<file path="src/design/cgs_pkg.sv">
// package with types and constants shared by the cadence gear selector
`timescale 1ns / 1ps

package cgs_pkg;

    // sequencer states
    typedef enum logic [2:0] {
        ST_IDLE,
        ST_START,
        ST_DIV,
        ST_STEP,
        ST_DECIDE,
        ST_FINISH
    } state_t;

    // configuration register indexes
    localparam logic [2:0] REG_SET_POINT = 3'd0;
    localparam logic [2:0] REG_RATIO_01  = 3'd1;
    localparam logic [2:0] REG_RATIO_23  = 3'd2;
    localparam logic [2:0] REG_RATIO_45  = 3'd3;
    localparam logic [2:0] REG_RATIO_67  = 3'd4;

    // reset values: set point 80.0 in q8.8, ratios in q4.12 truncated
    localparam logic [15:0] SET_POINT_RST = 16'd20480;
    localparam logic [31:0] RATIO_01_RST  = 32'd660352655;
    localparam logic [31:0] RATIO_23_RST  = 32'd477831700;
    localparam logic [31:0] RATIO_45_RST  = 32'd330176307;
    localparam logic [31:0] RATIO_67_RST  = 32'd252317983;

    localparam logic [2:0] GEAR_RST = 3'd3;

    // saturated cadence, q9.8
    localparam logic [16:0] CAD_MAX = 17'h1FFFF;

    // quotient bits produced by the serial divider
    localparam int unsigned QUO_BITS = 17;

endpackage

</file>
<file path="src/design/cadence_gear_selector_unit.sv">
// top level of the cadence gear selector: sequencer and shared serial divider
`timescale 1ns / 1ps

// sequence: one cadence evaluation is setup, 17 divider iterations and step, only
//   setup and step when the quotient saturates; an item takes one to GEARS evaluations,
//   a decide step (skipped on an exact match at the current gear) and a hand-off step
// flow: one item at a time, the next accepted only after the hand-off, later while a
//   held result waits on m_tready; all evaluations use the single restoring divider
// reset: synchronous active-low aresetn, gear 3, state, valid and configuration at their defaults
module cadence_gear_selector_unit #(
    parameter int GEARS = 8
) (
    input  logic        aclk,
    input  logic        aresetn,
    // input stream
    input  logic        s_tvalid,
    output logic        s_tready,
    input  logic [7:0]  s_tdata,    // [7:0] wheel_rpm
    // result stream
    output logic        m_tvalid,
    input  logic        m_tready,
    output logic [23:0] m_tdata,    // [2:0] selected_gear, [19:3] cadence_after_shift, rest 0
    // configuration writes
    input  logic        cfg_valid,
    output logic        cfg_ready,
    input  logic [2:0]  cfg_index,
    input  logic [31:0] cfg_data
);

    localparam logic [2:0] LAST_GEAR = 3'(GEARS - 1);
    localparam logic [4:0] DIV_LAST  = 5'(cgs_pkg::QUO_BITS - 1);

    // control state
    cgs_pkg::state_t state_reg, state_next;
    logic [2:0]  current_gear_reg, current_gear_next;
    logic        m_tvalid_reg, m_tvalid_next;

    // configuration
    logic [15:0] set_point_reg;
    logic [31:0] ratio_reg [4];

    // per-item working registers
    logic [7:0]  rpm_reg, rpm_next;
    logic [2:0]  j_reg, j_next;              // gear being evaluated
    logic        first_reg, first_next;      // evaluating the current gear
    logic        down_reg, down_next;        // walking toward gear 0
    logic        flipped_reg, flipped_next;
    logic [16:0] cur_cad_reg, cur_cad_next;
    logic [16:0] exp_cad_reg, exp_cad_next;
    logic [16:0] prev_cad_reg, prev_cad_next;
    logic [2:0]  res_gear_reg, res_gear_next;
    logic [16:0] res_cad_reg, res_cad_next;
    logic [23:0] m_tdata_reg, m_tdata_next;

    // serial divider
    logic [15:0] div_reg, div_next;
    logic [15:0] rem_reg, rem_next;
    logic [16:0] quo_reg, quo_next;
    logic [4:0]  cnt_reg, cnt_next;

    // combinational helpers
    logic [2:0]  cur_gear;
    logic [31:0] ratio_word;
    logic [15:0] ratio_sel;
    logic [15:0] rpm_x8;
    logic        sat;
    logic [16:0] rem_shift;
    logic        rem_ge;
    logic [16:0] rem_diff;
    logic signed [17:0] err_new;
    logic        err_neg, err_pos;
    logic        at_end;
    logic        flip;
    logic [2:0]  j_stepped;
    logic [16:0] mag_cur, mag_exp, mag_prev;

    // cadence error, cadence minus set point, at scale 2^8
    function automatic logic signed [17:0] err_of(input logic [16:0] cad,
                                                   input logic [15:0] sp);
        err_of = signed'({1'b0, cad}) - signed'({2'b00, sp});
    endfunction

    function automatic logic [16:0] mag_of(input logic signed [17:0] e);
        logic [17:0] neg;
        neg = 18'(-e);
        mag_of = e[17] ? neg[16:0] : e[16:0];
    endfunction

    assign s_tready  = (state_reg == cgs_pkg::ST_IDLE);
    assign cfg_ready = 1'b1;
    assign m_tvalid  = m_tvalid_reg;
    assign m_tdata   = m_tdata_reg;

    // a stored gear beyond the cassette counts as the last gear
    assign cur_gear = (current_gear_reg > LAST_GEAR) ? LAST_GEAR : current_gear_reg;

    // divisor for the gear under evaluation
    assign ratio_word = ratio_reg[j_reg[2:1]];
    assign ratio_sel  = j_reg[0] ? ratio_word[31:16] : ratio_word[15:0];

    // quotient reaches 2^17 exactly when rpm*8 >= ratio
    assign rpm_x8 = {5'b0, rpm_reg, 3'b000};
    assign sat    = (ratio_sel == 16'd0) || (rpm_x8 >= ratio_sel);

    // one restoring iteration; dividend bits below the top are all zero
    assign rem_shift = {rem_reg, 1'b0};
    assign rem_ge    = (rem_shift >= {1'b0, div_reg});
    assign rem_diff  = rem_shift - {1'b0, div_reg};

    // error of the fresh quotient and walk bookkeeping
    assign err_new   = err_of(quo_reg, set_point_reg);
    assign err_neg   = err_new[17];
    assign err_pos   = !err_new[17] && (err_new != 18'sd0);
    assign flip      = down_reg ? err_neg : err_pos;
    assign at_end    = down_reg ? (j_reg == 3'd0) : (j_reg == LAST_GEAR);
    assign j_stepped = down_reg ? (j_reg - 3'd1) : (j_reg + 3'd1);

    assign mag_cur  = mag_of(err_of(cur_cad_reg, set_point_reg));
    assign mag_exp  = mag_of(err_of(exp_cad_reg, set_point_reg));
    assign mag_prev = mag_of(err_of(prev_cad_reg, set_point_reg));

    // next state
    always_comb begin
        state_next = state_reg;
        case (state_reg)
            cgs_pkg::ST_IDLE: begin
                if (s_tvalid) begin
                    state_next = cgs_pkg::ST_START;
                end
            end
            cgs_pkg::ST_START: begin
                state_next = sat ? cgs_pkg::ST_STEP : cgs_pkg::ST_DIV;
            end
            cgs_pkg::ST_DIV: begin
                if (cnt_reg == 5'd0) begin
                    state_next = cgs_pkg::ST_STEP;
                end
            end
            cgs_pkg::ST_STEP: begin
                if (first_reg) begin
                    if (err_new == 18'sd0) begin
                        state_next = cgs_pkg::ST_FINISH;
                    end else begin
                        // walk direction follows the sign of the fresh error
                        if (err_neg ? (j_reg == LAST_GEAR) : (j_reg == 3'd0)) begin
                            state_next = cgs_pkg::ST_DECIDE;
                        end else begin
                            state_next = cgs_pkg::ST_START;
                        end
                    end
                end else if (flip || at_end) begin
                    state_next = cgs_pkg::ST_DECIDE;
                end else begin
                    state_next = cgs_pkg::ST_START;
                end
            end
            cgs_pkg::ST_DECIDE: begin
                state_next = cgs_pkg::ST_FINISH;
            end
            cgs_pkg::ST_FINISH: begin
                if (!m_tvalid_reg || m_tready) begin
                    state_next = cgs_pkg::ST_IDLE;
                end
            end
            default: begin
                state_next = cgs_pkg::ST_IDLE;
            end
        endcase
    end

    // datapath
    always_comb begin
        current_gear_next = current_gear_reg;
        m_tvalid_next     = m_tvalid_reg;
        rpm_next          = rpm_reg;
        j_next            = j_reg;
        first_next        = first_reg;
        down_next         = down_reg;
        flipped_next      = flipped_reg;
        cur_cad_next      = cur_cad_reg;
        exp_cad_next      = exp_cad_reg;
        prev_cad_next     = prev_cad_reg;
        res_gear_next     = res_gear_reg;
        res_cad_next      = res_cad_reg;
        m_tdata_next      = m_tdata_reg;
        div_next          = div_reg;
        rem_next          = rem_reg;
        quo_next          = quo_reg;
        cnt_next          = cnt_reg;

        // result taken downstream
        if (m_tvalid_reg && m_tready) begin
            m_tvalid_next = 1'b0;
        end

        case (state_reg)
            cgs_pkg::ST_IDLE: begin
                if (s_tvalid) begin
                    rpm_next   = s_tdata;
                    j_next     = cur_gear;
                    first_next = 1'b1;
                end
            end
            cgs_pkg::ST_START: begin
                div_next = ratio_sel;
                rem_next = rpm_x8;
                quo_next = sat ? cgs_pkg::CAD_MAX : 17'd0;
                cnt_next = DIV_LAST;
            end
            cgs_pkg::ST_DIV: begin
                rem_next = rem_ge ? rem_diff[15:0] : rem_shift[15:0];
                quo_next = {quo_reg[15:0], rem_ge};
                cnt_next = cnt_reg - 5'd1;
            end
            cgs_pkg::ST_STEP: begin
                first_next = 1'b0;
                if (first_reg) begin
                    cur_cad_next = quo_reg;
                    exp_cad_next = quo_reg;
                    down_next    = err_pos;
                    flipped_next = 1'b0;
                    if (err_new == 18'sd0) begin
                        // exact match keeps the gear
                        res_gear_next = j_reg;
                        res_cad_next  = quo_reg;
                    end else begin
                        j_next = err_pos ? (j_reg - 3'd1) : (j_reg + 3'd1);
                        if (err_pos ? (j_reg == 3'd0) : (j_reg == LAST_GEAR)) begin
                            j_next = j_reg;
                        end
                    end
                end else begin
                    prev_cad_next = exp_cad_reg;
                    exp_cad_next  = quo_reg;
                    flipped_next  = flip;
                    if (!flip && !at_end) begin
                        j_next = j_stepped;
                    end
                end
            end
            cgs_pkg::ST_DECIDE: begin
                res_gear_next = cur_gear;
                res_cad_next  = cur_cad_reg;
                if (mag_exp < mag_cur) begin
                    if (flipped_reg && (mag_prev < mag_exp)) begin
                        // gear just before the sign flip is closer
                        res_gear_next = down_reg ? (j_reg + 3'd1) : (j_reg - 3'd1);
                        res_cad_next  = prev_cad_reg;
                    end else begin
                        // flip gear, or the end gear when no flip was seen
                        res_gear_next = j_reg;
                        res_cad_next  = exp_cad_reg;
                    end
                end
            end
            cgs_pkg::ST_FINISH: begin
                if (!m_tvalid_reg || m_tready) begin
                    current_gear_next = res_gear_reg;
                    m_tvalid_next     = 1'b1;
                    m_tdata_next      = {4'b0000, res_cad_reg, res_gear_reg};
                end
            end
            default: begin
            end
        endcase
    end

    // control registers and configuration
    always_ff @(posedge aclk) begin
        if (!aresetn) begin
            state_reg        <= cgs_pkg::ST_IDLE;
            current_gear_reg <= cgs_pkg::GEAR_RST;
            m_tvalid_reg     <= 1'b0;
            set_point_reg    <= cgs_pkg::SET_POINT_RST;
            ratio_reg[0]     <= cgs_pkg::RATIO_01_RST;
            ratio_reg[1]     <= cgs_pkg::RATIO_23_RST;
            ratio_reg[2]     <= cgs_pkg::RATIO_45_RST;
            ratio_reg[3]     <= cgs_pkg::RATIO_67_RST;
        end else begin
            state_reg        <= state_next;
            current_gear_reg <= current_gear_next;
            m_tvalid_reg     <= m_tvalid_next;
            if (cfg_valid && cfg_ready) begin
                case (cfg_index)
                    cgs_pkg::REG_SET_POINT: set_point_reg <= cfg_data[15:0];
                    cgs_pkg::REG_RATIO_01:  ratio_reg[0]  <= cfg_data;
                    cgs_pkg::REG_RATIO_23:  ratio_reg[1]  <= cfg_data;
                    cgs_pkg::REG_RATIO_45:  ratio_reg[2]  <= cfg_data;
                    cgs_pkg::REG_RATIO_67:  ratio_reg[3]  <= cfg_data;
                    default: begin
                        // index beyond the register list: ignored
                    end
                endcase
            end
        end
    end

    // payload registers
    always_ff @(posedge aclk) begin
        rpm_reg      <= rpm_next;
        j_reg        <= j_next;
        first_reg    <= first_next;
        down_reg     <= down_next;
        flipped_reg  <= flipped_next;
        cur_cad_reg  <= cur_cad_next;
        exp_cad_reg  <= exp_cad_next;
        prev_cad_reg <= prev_cad_next;
        res_gear_reg <= res_gear_next;
        res_cad_reg  <= res_cad_next;
        m_tdata_reg  <= m_tdata_next;
        div_reg      <= div_next;
        rem_reg      <= rem_next;
        quo_reg      <= quo_next;
        cnt_reg      <= cnt_next;
    end

endmodule

</file>
<file path="config.mk">
export PLATFORM = sky130hd
export DESIGN_NAME = cadence_gear_selector_unit
export DESIGN_NICKNAME = d
export VERILOG_FILES = /design/src/design/cgs_pkg.sv /design/src/design/cadence_gear_selector_unit.sv
export SDC_FILE = /design/constraint.sdc
export NUM_CORES = 1
export LEC_CHECK = 0
export ABC_AREA = 1
export BUFFER_PORTS_ARGS = -buffer_cell sky130_fd_sc_hd__buf_2
export CAP_MARGIN = 40
export CORE_UTILIZATION = 45
export DETAILED_ROUTE_END_ITERATION = 8
export GPL_ROUTABILITY_DRIVEN = 1
export PLACE_DENSITY = 0.69
export SYNTH_ARGS = -nofsm -noshare
export SYNTH_HDL_FRONTEND = slang
export SYNTH_SLANG_ARGS = --single-unit
</file>
<file path="constraint.sdc">
create_clock -name aclk -period 8.77 [get_ports aclk]
set_input_delay 1.754 -clock aclk [delete_from_list [all_inputs] [get_ports aclk]]
set_output_delay 1.754 -clock aclk [all_outputs]
set_load 0.005 [all_outputs]
</file>
== After elaboration in Yosys (flattened, before gate mapping) ==
Memories as Yosys holds them, arrays and structs flattened. A register that Yosys moved wholly into a read port is not among the register bits.
Index checks and enable logic that the tools add are counted.
Widths: inputs -> output; s select.

* Bits in registers: 182
* Latch bits: 0
* RAM bits: 128
* ROM bits: 0
* Input bits: 48
* Output and inout port bits: 27
* Logic and storage cells: 158
* Memories kept: 1

{| class="wikitable"
|+ Memory list
! memory !! words !! width !! rd ports !! clocked after memory_dff !! wr ports !! RTL line !! source
|-
| ratio_reg || 4 || 32 || 1 || 1 || 4 || cadence_gear_selector_unit.sv:40 || <nowiki>logic [31:0] ratio_reg [4];</nowiki>
|}

* Add/sub/neg operators: 11
* $mul: 0
* Divide/modulo/power cells: 0
* Order comparisons: 5
* Equality and inequality tests: 18
* Shift operators: 0
* Mux-type cells: 69
* Bitwise operators: 5
* Reductions and logical operators: 30

{| class="wikitable"
|+ Operator list
! operator !! count
|-
| $mux 17 || 8
|-
| $mux 32 || 4
|-
| $sub 17x16->18 || 4
|-
| $pmux 17 s2 || 2
|-
| $mux 3 || 20
|-
| $neg 17->17 || 3
|-
| $lt 17x17->1 || 2
|-
| $mux 16 || 2
|-
| $pmux 16 s2 || 1
|-
| $mux 1 || 26
|-
| $logic_not 18->1 || 1
|-
| $pmux 3 s6 || 1
|-
| $reduce_bool 18->1 || 1
|-
| $ge 17x16->1 || 1
|-
| $ge 11x16->1 || 1
|-
| $logic_not 16->1 || 1
|-
| $sub 16x16->16 || 1
|-
| $eq 3x2->1 const B || 4
|-
| $eq 3x3->1 const B || 4
|-
| $pmux 3 s2 || 2
|-
| $reduce_and 2->1 || 6
|-
| $ne 2x2->1 const B || 5
|-
| $pmux 5 s2 || 1
|-
| $logic_not 3->1 || 3
|-
| 17 further kinds || 34
|}

== Depth between registers and ports, before layout ==
Gate-level depths: netlist of run 1.

* Depth after elaboration: 10
* Depth in mapped cells: 35

== Worst setup path before layout of run 1 ==
OpenSTA, ideal clock, no wires.

* Path type: reg-to-reg
* Start: register set_point_reg[0]
* End: register res_cad_reg[0] (data pin)
* Setup time: 130 ps
* Arrival time: 4074 ps
* Required time: 8640 ps
* Path slack: 4566 ps
* Stages on the path, launching flop included: 26
* Buffers on the path: 1
* Period minus slack after synthesis: 4204 ps
* Cell sequence: dfxtp_1 ha_1 fa_1 ha_1 inv_1 a21oi_1 nand3_1 nor2_1 nand2_1 nor2_2 nand3_1 nor2_1 nand2_1 nor3b_1 nand3b_1 nand2_1 xor2_1 ha_1 nand2_1 nor2_1 a2111oi_0 dlygate4sd1_1 nand3_1 nand3_2 nand2_1 nand2_1

* Cells in the longest elaborated chain, start to end: 8
* Elaborated cells on any way between the ends: 15
* Those cells by class: add/sub: 6; order compare: 2; mux: 6; reduce/logical: 1

{| class="wikitable"
|+ Ends and longest elaborated chain
! element !! RTL line !! source
|-
| start: declaration || cadence_gear_selector_unit.sv:39 || <nowiki>logic [15:0] set_point_reg;</nowiki>
|-
| start signal: assignment || cadence_gear_selector_unit.sv:274 || <nowiki>set_point_reg <= cgs_pkg::SET_POINT_RST;</nowiki>
|-
| start signal: assignment || cadence_gear_selector_unit.sv:285 || <nowiki>cgs_pkg::REG_SET_POINT: set_point_reg <= cfg_data[15:0];</nowiki>
|-
| $sub 17x16->18 || cadence_gear_selector_unit.sv:80 || <nowiki>err_of = signed'({1'b0, cad}) - signed'({2'b00, sp});</nowiki>
|-
| $neg 17->17 || cadence_gear_selector_unit.sv:85 || <nowiki>neg = 18'(-e);</nowiki>
|-
| $mux 17 || cadence_gear_selector_unit.sv:86 || <nowiki>mag_of = e[17] ? neg[16:0] : e[16:0];</nowiki>
|-
| $lt 17x17->1 || cadence_gear_selector_unit.sv:245 || <nowiki>if (flipped_reg && (mag_prev < mag_exp)) begin</nowiki>
|-
| $logic_and 1x1->1 || cadence_gear_selector_unit.sv:245 ||
|-
| $mux 17 || cadence_gear_selector_unit.sv:245 ||
|-
| $mux 17 * || cadence_gear_selector_unit.sv:244 || <nowiki>if (mag_exp < mag_cur) begin</nowiki>
|-
| $pmux 17 s2 * || cadence_gear_selector_unit.sv:196 || <nowiki>case (state_reg)</nowiki>
|-
| net res_cad_next[0] || cadence_gear_selector_unit.sv:52 || <nowiki>logic [16:0] res_cad_reg, res_cad_next;</nowiki>
|-
| end signal: assignment || cadence_gear_selector_unit.sv:309 || <nowiki>res_cad_reg <= res_cad_next;</nowiki>
|-
| end: declaration || cadence_gear_selector_unit.sv:52 ||
|}

Mark *: on every way through the listed nets, which the timed path passes. The rest lies on a longest branch.
A chain may end at the register's enable or synchronous reset.

== Final worst setup path of run 1 ==
* Start: register prev_cad_reg[0]
* End: register res_cad_reg[3] (data pin)

* Cells in the longest elaborated chain, start to end: 8

{| class="wikitable"
|+ Ends and longest elaborated chain
! element !! RTL line !! source
|-
| start: declaration || cadence_gear_selector_unit.sv:50 || <nowiki>logic [16:0] prev_cad_reg, prev_cad_next;</nowiki>
|-
| start signal: assignment || cadence_gear_selector_unit.sv:307 || <nowiki>prev_cad_reg <= prev_cad_next;</nowiki>
|-
| $sub 17x16->18 * || cadence_gear_selector_unit.sv:80 ||
|-
| $neg 17->17 || cadence_gear_selector_unit.sv:85 ||
|-
| $mux 17 * || cadence_gear_selector_unit.sv:86 ||
|-
| $lt 17x17->1 * || cadence_gear_selector_unit.sv:245 ||
|-
| $logic_and 1x1->1 * || cadence_gear_selector_unit.sv:245 ||
|-
| $mux 17 * || cadence_gear_selector_unit.sv:245 ||
|-
| $mux 17 * || cadence_gear_selector_unit.sv:244 ||
|-
| $pmux 17 s2 * || cadence_gear_selector_unit.sv:196 ||
|-
| net res_cad_next[3] || cadence_gear_selector_unit.sv:52 ||
|}

Marked as above.

==> metrics, run 1 <==
status completed; row count 75; CTS resizes 0; placed cell area 20100 um^2; CP endpoint kind register; ys flop type edfxtp_1; Skew-Pair Late Insertion Delay 0.54 ns; Sequential Area 9120 um^2; drt drc 0; Max clock buf depth 3; Fill cells 3871; Peak VDD IR 0.000149 V; flops & latches, synth 312; reg2reg end res_cad_reg[3]$_DFFE_PP_; r2r worst-path depth 26; max_slew headroom 0.415; Setup TNS 0 ns; Post-synth EDFFs 287; Congestion Overflow GR 0; max_cap viols 0; Mapped Cells 2250; Area growth syn-to-layout 11.2%; Crit Reg-Reg Startpoint prev_cad_reg[0]$_DFFE_PP_; Vias 15600; largest net degree at the start of global routing 66; 1st-iter DRT viols 1361; Syn Std Cell Area 19200 um^2; CTS tree done; final wirelength 52.5 mm; PortBufs 69; vias per cell 5.42; Worst path max stage delay 0.59 ns; clock sinks 312; Lkg Pwr 9.36 nW; Root Buffer clkbuf_16; Worst-Margin Slew 0.875 ns; All-Layer GR Usage 0.241; DR top layer met4; DP HPWL 38.9 mm; Chip Width 208 um; Final Setup Violations 0; syn_area_per_cell 8.52 um^2; CP most frequent cell nand2_1; vias in the first global route 15300; routed length on met2 25.5 mm; core area 41900 um^2; Met3 Wirelength 3.06 mm; share of layout cells above drive strength 1 0.0871; nets@finish 2497; Post-CTS Hold Fix Bufs 0; crit-path max FO 21; CP max stage cell fa_1; Worst R2R Setup Slack 3.24 ns; Die ar. 43400 um^2; Crit path required time 9.04 ns; WHS Path Cells 0; Syn. warnings 0; Hold WC Path Type register to register; Slew Limit Fails 0; unrepaired setup endpoints after global routing no; final count of hold timing violations 0; H-tree levels 2; ANT cells 0; post-layout util 0.508; f_max 181 MHz; worst setup path class register to register; antenna violations before repair 0; area of the multi-input gates 8600 um^2; ys async rst share 0; crit share post-route 0.631; clock-pin slew on the worst setup and hold paths 0.06 ns; Seq/Total Area, Yosys 0.476; antenna-violating nets left 0; Setup Skew 0.0269 ns; boundary pin count 75; hold endpoint m_tdata[18]$_DFFE_PP_; Cell variety after synth 53; Power Density 222 nW/um^2; crit path DAT 5.80 ns; Post-Route M1 WL 21.5 mm; Placer Congestion 0.937; min-delay src res_cad_reg[15]$_DFFE_PP_; TritonCTS Buffers 34; minimum clock period 5.53 ns; initial core utilization 0.457; postcts setup bufs 0; first-pass GRT wire length 82.0 mm; fin area 21300 um^2; Largest register FFs 128; router iterations before antenna repair 6; Critical Path Start Type register; Chip Height 208 um; post-detailed-route wirelength per cell 18.2 um
cells in the mapped netlist (2+ instances only):
cell type	n	area [um^2]
xor2_2	2	32.5
a21oi_1	141	706
a31o_2	2	17.5
fa_1	5	100
xor2_1	54	473
clkinv_1	3	11.3
xnor2_1	33	289
buf_2	8	40.0
conb_1	2	7.51
o31ai_1	3	22.5
nor2_2	5	31.3
a21o_1	6	45.0
buf_6	3	33.8
nand4_1	22	138
o21bai_1	9	67.6
a31oi_1	6	37.5
nand3_1	108	541
or2_2	8	50.1
buf_4	10	75.1
dlygate4sd1_1	3	26.3
and2_1	2	12.5
o22ai_1	31	194
edfxtp_1	287	8620
inv_2	8	30.0
dfxtp_1	25	500
a211o_1	2	17.5
and3_1	2	12.5
o211ai_1	4	30.0
o21ai_0	150	751
nand3_2	12	120
o21ai_1	7	35.0
nand2_2	7	43.8
inv_1	297	1110
ha_1	126	1580
nand3b_1	6	45.0
o221ai_1	2	17.5
nand2_1	521	1960
a211oi_1	3	22.5
nor2_1	250	938
clkbuf_1	42	158
nor3b_1	4	30.0
nor3_1	17	85.1
a21oi_2	2	17.5
placed cells by master, fill, tap and decap left out, drive strengths merged, types with 33 or more instances in the layout:
cell type / count
a21oi: 143
buf: 95
clkbuf: 47
edfxtp: 287
ha: 126
inv: 307
nand2: 528
nand3: 120
nor2: 255
o21ai: 157
xnor2: 33
xor2: 56
metal layers:
metal  global-route usage  up-vias
li1                     -     7630
met1                0.302     7288
met2                0.413      558
met3               0.0305      133
met4                0.114        0
met5                    0        -
report_power, final:
| part | total (W) | switching [W] | internal (W) |
|---|---|---|---|
| Clock | 0.00153 | 0.000592 | 0.000935 |
| Sequential | 0.00189 | 0.0000928 | 0.00180 |
| Combinational | 0.00132 | 0.000883 | 0.000440 |
| Total | 0.00474 | 0.00157 | 0.00317 |
metrics by stage:
step           worst slack [ns]  total power (W)  hold WS [ns]  std cells
2_1_floorplan              4.57          0.00285         0.400       2253
3_3_place_gp               3.49          0.00318         0.413       2817
3_5_place_dp               3.43          0.00321         0.418       2821
4_1_cts                    3.39          0.00474         0.438       2882
5_1_grt                    2.80          0.00497         0.439       2882
6_report                   3.24          0.00474         0.431       2882
cell type report:
cell class	instances	share of cell area
timing repair buffer	95	0.0272
multi-input combinational	1567	0.404
sequential	312	0.428
clock buffer	47	0.0441
clock inverter	14	0.0114
inverter	308	0.0542
tap	539	0.0316
cell families after synthesis:
logic type | count (synthesis) | synth area share
AO/OA/AOI/OAI | 376 | 0.107
buffers and inverters | 374 | 0.0777
adder cells (fa/ha/maj) | 131 | 0.0875
other | 2 | 0.000392
AND/OR/NAND/NOR | 966 | 0.210
XOR/XNOR | 89 | 0.0415
flip-flops | 312 | 0.476
critical path: cells and delay by family, from the launching register on:
kind / cells / cell delay [ns]
flops: 1 / 0.35
simple gates: 15 / 2.46
fa+ha+maj: 4 / 1.33
xor+xnor: 1 / 0.20
compound gates: 3 / 0.46
buf+inv: 3 / 0.48
worst max path at each step:
stage / startpoint / to / slack (ns) / cells after the start
floorplan: set_point_reg[0]$_SDFFE_PN0P_ / res_cad_reg[0]$_DFFE_PP_ / 4.57 / 25
detailed placement: prev_cad_reg[0]$_DFFE_PP_ / res_cad_reg[16]$_DFFE_PP_ / 3.43 / 26
finish: prev_cad_reg[0]$_DFFE_PP_ / res_cad_reg[3]$_DFFE_PP_ / 3.24 / 26
global placement: prev_cad_reg[0]$_DFFE_PP_ / res_cad_reg[2]$_DFFE_PP_ / 3.49 / 26
CTS: prev_cad_reg[0]$_DFFE_PP_ / res_cad_reg[16]$_DFFE_PP_ / 3.39 / 26
global route: set_point_reg[1]$_SDFFE_PN0P_ / res_cad_reg[9]$_DFFE_PP_ / 2.80 / 31
Power figures use the tool's default switching activity.
==> run 2, diff against run 1 <==
--- a/config.mk
+++ b/config.mk
@@ -11,7 +11,7 @@
 export CORE_UTILIZATION = 45
 export DETAILED_ROUTE_END_ITERATION = 8
 export GPL_ROUTABILITY_DRIVEN = 1
-export PLACE_DENSITY = 0.69
+export PLACE_DENSITY = 0.71
 export SYNTH_ARGS = -nofsm -noshare
 export SYNTH_HDL_FRONTEND = slang
 export SYNTH_SLANG_ARGS = --single-unit
==> constraint.sdc (replaced) <==
create_clock -name aclk -period 4.83 [get_ports aclk]
set_input_delay 0.966 -clock aclk [delete_from_list [all_inputs] [get_ports aclk]]
set_output_delay 0.966 -clock aclk [all_outputs]
set_load 0.005 [all_outputs]
==> run 2 against run 1 <==
Effect of this change:
- flip-flop and latch count unchanged
- core utilization grew 0.57 points
- sequential share of layout area decreased by 0.47 points
- critical path depth unchanged
- power increased by 81%
- via count increased by 1.3%
- clock power increased by 77%
- die area is the same
- first-iteration DRC count decreased by 12%
- combinational power grew 86%
- worst setup slack got worse by 2.9 ns
- largest cell class unchanged
- largest power group unchanged
==> metrics, run 2 (synthesis results as in run 1) <==
r2r worst-path depth 26 (unchanged); Critical Path Sink res_cad_reg[2]$_DFFE_PP_; drt drc 0 (unchanged); Critical Path Start Type register; Hold WC Path Type register to register; row count 75 (unchanged); nets@finish 2518 (+0.84%); area of the multi-input gates 8680 um^2 (+0.89%); minimum clock period 4.53 ns (-1.00 ns); Fill cells 3810 (-1.6%); antenna violations before repair 0 (unchanged); most frequent cells in the layout nand2_1 (521), inv_1 (295), edfxtp_1 (287); Worst Path Buf+Inv 2 (-1); post-layout util 0.514 (+0.00570); vias per cell 5.44 (+0.45%); worst setup path class register to register; initial core utilization 0.457 (unchanged); Power Density 398 nW/um^2 (+79%); DP HPWL 38.6 mm (-0.59%); first-pass GRT wire length 81.5 mm (-0.61%); Sequential Area 9120 um^2 (unchanged); Non-Filler Instances 2905 (+0.80%); TritonCTS Buffers 35 (+2.9%); Setup Skew 0.0217 ns (-0.00518 ns); clock sinks 312 (unchanged); max_slew headroom 0.432 (+0.0173); Root Buffer clkbuf_16; Crit Reg-Reg Startpoint set_point_reg[0]$_SDFFE_PN0P_; share of layout cells above drive strength 1 0.100 (+0.0131); Chip Height 208 um (unchanged); Slew Limit Fails 0 (unchanged); Setup TNS 0 ns (unchanged); 1st-iter DRT viols 1196 (-12%); boundary pin count 75 (unchanged); Placed Cells 2833 (+0.43%); CTS tree done; Lkg Pwr 9.47 nW (+1.1%); Worst-Margin Slew 0.849 ns (-0.0259 ns); final count of hold timing violations 0 (unchanged); Skew-Pair Late Insertion Delay 0.54 ns (about the same); WP depth 26 (unchanged); Area growth syn-to-layout 12.5%; Crit path required time 5.12 ns (-3.92 ns); Worst path max stage delay 0.54 ns (-0.05 ns); All-Layer GR Usage 0.240 (-0.000774); Max clock buf depth 3 (unchanged); CP max stage cell fa_1; H-tree levels 2 (unchanged); Post-CTS Hold Fix Bufs 0 (unchanged); antenna-violating nets left 0 (unchanged); ANT cells 0 (unchanged); reg2reg end res_cad_reg[2]$_DFFE_PP_; Final Hold Slack 0.420 ns (-0.0108 ns); Congestion Overflow GR 0 (unchanged); Peak VDD IR 0.000285 V (+92%); largest net degree at the start of global routing 65 (-1.5%); status completed; Die ar. 43400 um^2 (unchanged); crit share post-route 0.938 (+0.307); CP endpoint kind register; setup ws final 0.299 ns (-2.94 ns); Chip Width 208 um (unchanged); clock-pin slew on the worst setup and hold paths 0.07 ns (about the same); Largest register FFs 128 (unchanged); final wirelength 52.6 mm (+0.21%); Vias 15800 (+1.3%); crit path DAT 4.82 ns (-0.98 ns); worst setup path start set_point_reg[0]$_SDFFE_PN0P_; commonest non-fill, non-tap cell in the layout nand2_1; max_cap viols 0 (unchanged); worst slack, placed 0.0761 ns (-3.35 ns); Placer Congestion 0.942 (+0.46%); Final Setup Violations 0 (unchanged); crit-path leading delay family simple AND/OR/NAND/NOR gates; core area 41900 um^2 (unchanged); CP most frequent cell nand2_1; post-detailed-route wirelength per cell 18.1 um (-0.59%); PortBufs 69 (unchanged); vias in the first global route 15500 (+1.4%); Worst R2R Setup Slack 0.30 ns (-2.94 ns); router iterations before antenna repair 5 (-1); crit-path max FO 10 (-52%); f_max 221 MHz (+22%)
==> run 2: final cells by class <==
cell class	instances	share of cell area
well taps	539	0.0313
repair buffers	114	0.0355
clock inverters	20	0.0113
flip-flops and latches	312	0.423
clock buffers	44	0.0422
inverters	308	0.0540
multi-input cells	1568	0.403
==> run 2: worst min-delay path by stage <==
stage / startpoint / endpoint / slack [ns] / cells after the start
floorplan: res_cad_reg[7]$_DFFE_PP_ / m_tdata[10]$_DFFE_PP_ / 0.40 / 0
global placement: res_cad_reg[12]$_DFFE_PP_ / m_tdata[15]$_DFFE_PP_ / 0.40 / 0
detailed placement: res_cad_reg[12]$_DFFE_PP_ / m_tdata[15]$_DFFE_PP_ / 0.41 / 0
CTS: res_cad_reg[12]$_DFFE_PP_ / m_tdata[15]$_DFFE_PP_ / 0.42 / 0
global route: res_cad_reg[11]$_DFFE_PP_ / m_tdata[14]$_DFFE_PP_ / 0.43 / 0
finish: res_cad_reg[11]$_DFFE_PP_ / m_tdata[14]$_DFFE_PP_ / 0.42 / 0
==> run 2: power by group <==
part | leakage [nW] | switching (W) | internal (W)
Combinational | 5.98 | 0.00160 | 0.000848
Clock | 0.566 | 0.00109 | 0.00162
Sequential | 2.92 | 0.000167 | 0.00326
==> run 2: worst reg2reg max path: stages (launching register included) <==
cell and delay [ns]:
dfxtp_1 0.38, ha_2 0.24, fa_1 0.54, ha_1 0.15
inv_1 0.05, a21oi_2 0.10, nand3_1 0.11, nor2_1 0.15
nand2_1 0.10, nor2_2 0.16, nand3_2 0.11, nor2_1 0.11
nand2_1 0.08, nor3b_2 0.24, nand3b_1 0.12, nand2_1 0.09
xor2_1 0.16, ha_1 0.26, nand2_1 0.10, nor2_1 0.07
a2111oi_4 0.35, buf_4 0.20, nand2_4 0.11, nand2_1 0.12
nand3_2 0.06, nand2_1 0.06, nand2_1 0.05
==> run 2: stage by stage <==
stage               total power, W  area (um^2)
floorplan                  0.00518        19200
global placement           0.00576        20200
CTS                        0.00854        21400
global route               0.00903        21600
detailed placement         0.00584        20200
finish                     0.00858        21600
==> run 2: routing by layer <==
metal	GRT usage	vias up	wire, um
li1	-	7678	-
met4	0.110	0	2270
met2	0.425	580	26000
met3	0.0347	124	3400
met1	0.288	7423	20900
met5	0	-	0
==> run 2: what timing repair did <==
| action | in CTS | in global routing |
|---|---|---|
| setup buffers | 0 | 6 |
| setup endpoints to repair | 1 | 20 |
| gates cloned | 0 | 2 |
| pin swaps | 0 | 11 |
| resized for setup | 1 | 25 |
